[config.mk]
export PLATFORM = sky130hd
export DESIGN_NAME = mexp_ctrl
export DESIGN_NICKNAME = d
export VERILOG_FILES = /design/src/hdl/modular_exponentiation_macros.svh /design/src/hdl/mexp_pkg.sv /design/src/hdl/mexp_ctrl.sv
export SDC_FILE = /design/constraint.sdc
export NUM_CORES = 1
export LEC_CHECK = 0
export BUFFER_PORTS_ARGS = -buffer_cell sky130_fd_sc_hd__buf_2
export CORE_MARGIN = 5
export CORE_UTILIZATION = 40
export DETAILED_ROUTE_END_ITERATION = 10
export GPL_TIMING_DRIVEN = 0
export PLACE_DENSITY = 0.63
export SYNTH_ARGS = -nofsm -noshare
export SYNTH_HDL_FRONTEND = slang
export SYNTH_SLANG_ARGS = --single-unit
[constraint.sdc]
create_clock -name clk -period 3.1 [get_ports clk]
set_clock_uncertainty 0.1 [all_clocks]
set_input_delay 0.31 -clock clk [delete_from_list [all_inputs] [get_ports clk]]
set_output_delay 0.31 -clock clk [all_outputs]
set_load 0.05 [all_outputs]
[src/hdl/modular_exponentiation_macros.svh]
// Assertion helpers for the modular exponentiation block.
`ifndef MODULAR_EXPONENTIATION_MACROS_SVH
`define MODULAR_EXPONENTIATION_MACROS_SVH

// Same-cycle implication, disabled in reset.
`define MEXP_ASSERT_NOW(name, clk, rst, ante, cons) \
  name: assert property (@(posedge clk) disable iff (rst) (ante) |-> (cons)) \
    else $error("%m: check failed");

// Next-cycle implication, disabled in reset.
`define MEXP_ASSERT_NEXT(name, clk, rst, ante, cons) \
  name: assert property (@(posedge clk) disable iff (rst) (ante) |=> (cons)) \
    else $error("%m: check failed");

`endif

[src/hdl/mexp_pkg.sv]
`default_nettype none
package mexp_pkg;

  localparam int RES_W = 30;
  localparam int IN_W  = 64;
  localparam int E_W   = 63;
  localparam int CNT_W = 6;

  localparam logic [RES_W-1:0] MODULUS = RES_W'(998244353);
  localparam logic [RES_W-1:0] MOD_M1  = RES_W'(998244352);
  localparam logic [31:0]      MOD_X2  = 32'(2 * 998244353);
  localparam logic [31:0]      MOD_M1_X2 = 32'(2 * 998244352);

  // Barrett constant floor(2^60 / MODULUS)
  localparam logic [30:0] MU = 31'((64'd1 << 60) / 64'd998244353);
  // Barrett constant floor(2^60 / MOD_M1)
  localparam logic [30:0] MU_E = 31'((64'd1 << 60) / 64'd998244352);

  // 2^32 mod each modulus, for folding the upper word
  localparam logic [28:0] FOLD_B = 29'((64'd1 << 32) % 64'd998244353);
  localparam logic [28:0] FOLD_E = 29'((64'd1 << 32) % 64'd998244352);

  localparam int MUL_LAT = 5;
  localparam int RED_LAT = 6;
  localparam logic [CNT_W-1:0] RED_LAST  = CNT_W'(RED_LAT - 1);
  localparam logic [CNT_W-1:0] WAIT_LAST = CNT_W'(MUL_LAT - 2);

  typedef enum logic [2:0] {
    ST_IDLE,
    ST_REDUCE,
    ST_SETUP,
    ST_CHECK,
    ST_WAIT,
    ST_UPDATE,
    ST_DONE
  } mexp_state_t;

  typedef struct packed {
    logic load;
    logic reduce;
    logic setup;
    logic update;
    logic finish;
  } mexp_cmd_t;

  typedef struct packed {
    logic in_exp_zero;
    logic e_zero;
  } mexp_status_t;

endpackage
`default_nettype wire

[src/hdl/mexp_ctrl.sv]
`default_nettype none
module mexp_ctrl
  import mexp_pkg::*;
(
  input  wire logic         clk,
  input  wire logic         rst,
  input  wire logic         in_valid,
  output logic              in_ready,
  output logic              out_valid,
  input  wire logic         out_ready,
  input  wire mexp_status_t status,
  output mexp_cmd_t         cmd
);

  mexp_state_t      state;
  mexp_state_t      state_next;
  logic [CNT_W-1:0] cnt;
  logic [CNT_W-1:0] cnt_next;
  logic             out_valid_next;

  always_ff @(posedge clk) begin
    if (rst) begin
      state     <= ST_IDLE;
      cnt       <= '0;
      out_valid <= 1'b0;
    end else begin
      state     <= state_next;
      cnt       <= cnt_next;
      out_valid <= out_valid_next;
    end
  end

  always_comb begin
    state_next = state;
    cnt_next   = cnt;
    cmd        = '0;
    in_ready   = 1'b0;
    unique case (state)
      ST_IDLE: begin
        in_ready = 1'b1;
        if (in_valid) begin
          cmd.load   = 1'b1;
          cnt_next   = '0;
          state_next = status.in_exp_zero ? ST_CHECK : ST_REDUCE;
        end
      end
      ST_REDUCE: begin
        cmd.reduce = 1'b1;
        cnt_next   = cnt + CNT_W'(1);
        if (cnt == RED_LAST) begin
          state_next = ST_SETUP;
        end
      end
      ST_SETUP: begin
        cmd.setup  = 1'b1;
        state_next = ST_CHECK;
      end
      ST_CHECK: begin
        cnt_next   = '0;
        state_next = status.e_zero ? ST_DONE : ST_WAIT;
      end
      ST_WAIT: begin
        cnt_next = cnt + CNT_W'(1);
        if (cnt == WAIT_LAST) begin
          state_next = ST_UPDATE;
        end
      end
      ST_UPDATE: begin
        cmd.update = 1'b1;
        state_next = ST_CHECK;
      end
      ST_DONE: begin
        if (!out_valid || out_ready) begin
          cmd.finish = 1'b1;
          state_next = ST_IDLE;
        end
      end
      default: state_next = ST_IDLE;
    endcase
  end

  always_comb begin
    if (cmd.finish) begin
      out_valid_next = 1'b1;
    end else if (out_ready) begin
      out_valid_next = 1'b0;
    end else begin
      out_valid_next = out_valid;
    end
  end

endmodule
`default_nettype wire
==> flow_summary.toml <==
[status]
status = "finished, final reports clean"

[clock_tree]
cts_max_level = 1
cts_hold_buf = 0
cts_resized = 0
clk_pin_slew_ps = 70
cts_tree = "built"
clkLatencyLatePin_ps = 270
cts_made_buffers = 3
post_cts_buffers = 0
cts-root-buf = "clkbuf_4"
cts_buffer_depth = 2
clock_sinks = 10

[synthesis]
synth.distinct_cells = 32
avgSynthCellArea_um2 = 8.08
synth-seq-cells = 10
yosys_most_used_dff = "dfxtp_1"
seq_area_frac_synth_pct = 32.6
synth.cell_area_um2 = 614
syn_nets = 84
syn-instance-count = 76
yosysWarnings = 0
synth_edf_count = 0
async_flop_share_pct = 0

[global_routing]
grt_pass1_vias = 519
grt_antenna_before_repair = 0
grt_util_all_layers_pct = 11.2
grt_pass1_wl_um = 2210
overflow = 0
grt_max_degree = 11

[timing]
maxSlewViolCount = 0
fin_crit_ps = 1980
rsz0062_at_grt = "false"
final.setup.tns_ps = 0
hold_viol = 0
fin_ws_ps = 1120
max_freq_mhz = 505
period_share_pct = 63.9
hold_slack_ps = 148
final-setup-viol-count = 0
relSlewSlack_pct = 71.2
worstMarginPinSlew_ps = 428

[placement]
dp_cells = 104
place_congestion = 0.744
io_buffers = 12
post-place-ws_ps = 1420
place_hpwl_um = 920

[critical_path]
cp_num_buf_inv = 3
worst_setup_path_start_kind = "flip-flop"
critical-path-slowest-cell = "dfxtp_1"
cp_top_family = "buffers and inverters"
worstPathCellList = "buf_2, nand3b_1, nor2b_1, buf_4, buf_2"
cp-end-kind = "output pin"
cp_max_fo = 10
critPathMaxStageDelay_ps = 470
path_class = "reg2out"
cp.required_ps = 2690
crit_arrival_ps = 1570
cp_common_cell = "buf_2"

[floorplan]
fp-row-count = 14
die_x_um = 49.2
start_util_pct = 41.3
dieArea_um2 = 2420
coreArea_um2 = 1490
num_io_pins = 13
die_h_um = 49.2

[cells_and_area]
syn_to_final_growth_pct = 16.7
regArea_um2 = 200
nets = 101
fillers = 148
diodes = 0
layoutNonFillerInstCount = 107
layout-drive-gt1-share_pct = 24.2
fin_util_pct = 48.2
final_common_cell = "buf_2"
final_cell_mix = "15 x buf_2, 10 x dfxtp_1, 6 x a21oi_1"
multiInputGateArea_um2 = 373

[route]
first_pass_iters = 4
drc = 0
routedWlPerCell_um = 11.9
drt_wl_total_um = 1270
detail-route-antenna-nets = 0
first_iter_violations = 18
vias = 573
post_drt_via_cell_ratio = 5.36

[pwr]
internal-power_w = 0.000223
switching_share_pct = 38.4
vdd_ir_drop_max_mv = 0.357
seq_power_share_pct = 41.8
comb_power_share_pct = 33.2
clkPwrFrac_pct = 25.0
leakage_nw = 0.292
power_density_nw_per_um2 = 504
switchingPower_w = 0.000139

[hold_path]
hold_path_class = "in2reg"

[run]
maxCapViolCount = 0
==> sequential cells by signal, indices dropped and copies added, names as in the netlist <==
register,cells
state,3
out_valid,1
cnt,6
==> cell usage after synthesis, types with 2 or more instances <==
cell type	n	share of area, %
ha_1	2	4.1
nand2b_1	2	2.0
nor2b_1	3	3.1
o21ai_0	5	4.1
nor3b_1	2	2.4
nand3_1	3	2.4
buf_2	3	2.4
a21oi_1	6	4.9
nor3_1	4	3.3
inv_1	5	3.1
nor2_1	4	2.4
or3_1	4	4.1
nand2_1	5	3.1
dfxtp_1	10	33
==> kinds of logic (layout without fill, tap and decap cells) <==
group,Yosys count,count (layout),synth area share [%]
buffers and inverters,9,24,6.72
adder cells (fa/ha/maj),2,2,4.07
XOR/XNOR,1,1,1.43
AO/OA/AOI/OAI,21,21,22.8
AND/OR/NAND/NOR,33,33,32.4
flip-flops,10,10,32.6
==> stage by stage <==
stage,instance area [um^2],total power [W]
2_1_floorplan,614,0.000246
3_3_place_gp,694,0.000273
3_5_place_dp,694,0.000273
4_1_cts,717,0.000363
5_1_grt,717,0.000382
6_report,717,0.000361
==> power by group through the flow <==
stage               Combinational (W)  Sequential (W)   Clock, W
floorplan                   0.0000946        0.000152          0
global placement             0.000119        0.000154          0
detailed placement           0.000119        0.000154          0
CTS                          0.000120        0.000151  0.0000916
global route                 0.000130        0.000154  0.0000982
finish                       0.000120        0.000151  0.0000904
==> final cells by class <==
| type | count | area share, % |
|---|---|---|
| multi-input cells | 57 | 52.0 |
| repair buffers | 12 | 8.38 |
| clock buffers | 3 | 3.14 |
| flip-flops and latches | 10 | 27.9 |
| well taps | 16 | 2.79 |
| inverters | 5 | 2.62 |
| plain buffers | 4 | 3.14 |
==> path summary, 6_finish.rpt <==
path                 start        to  slack, ps  depth (start not counted)
setup / recovery  state[1]    cmd[0]       1120                          5
hold / removal         rst  state[0]        150                          2
setup reg to reg  state[1]    cnt[3]       1640                          3
hold reg to reg     cnt[5]    cnt[5]        390                          2
==> layer usage <==
layer / routed length, um / share of wire [%] / up-vias / GRT usage, %
met2: 531 / 42 / 8 / 16.1
met5: 0 / 0 / - / 0
met3: 52 / 4.1 / 5 / 1.83
li1: - / - / 305 / -
met4: 34 / 2.7 / 0 / 5.38
met1: 651 / 51 / 255 / 16.0
No activity file was read; power rests on OpenSTA's default activity.
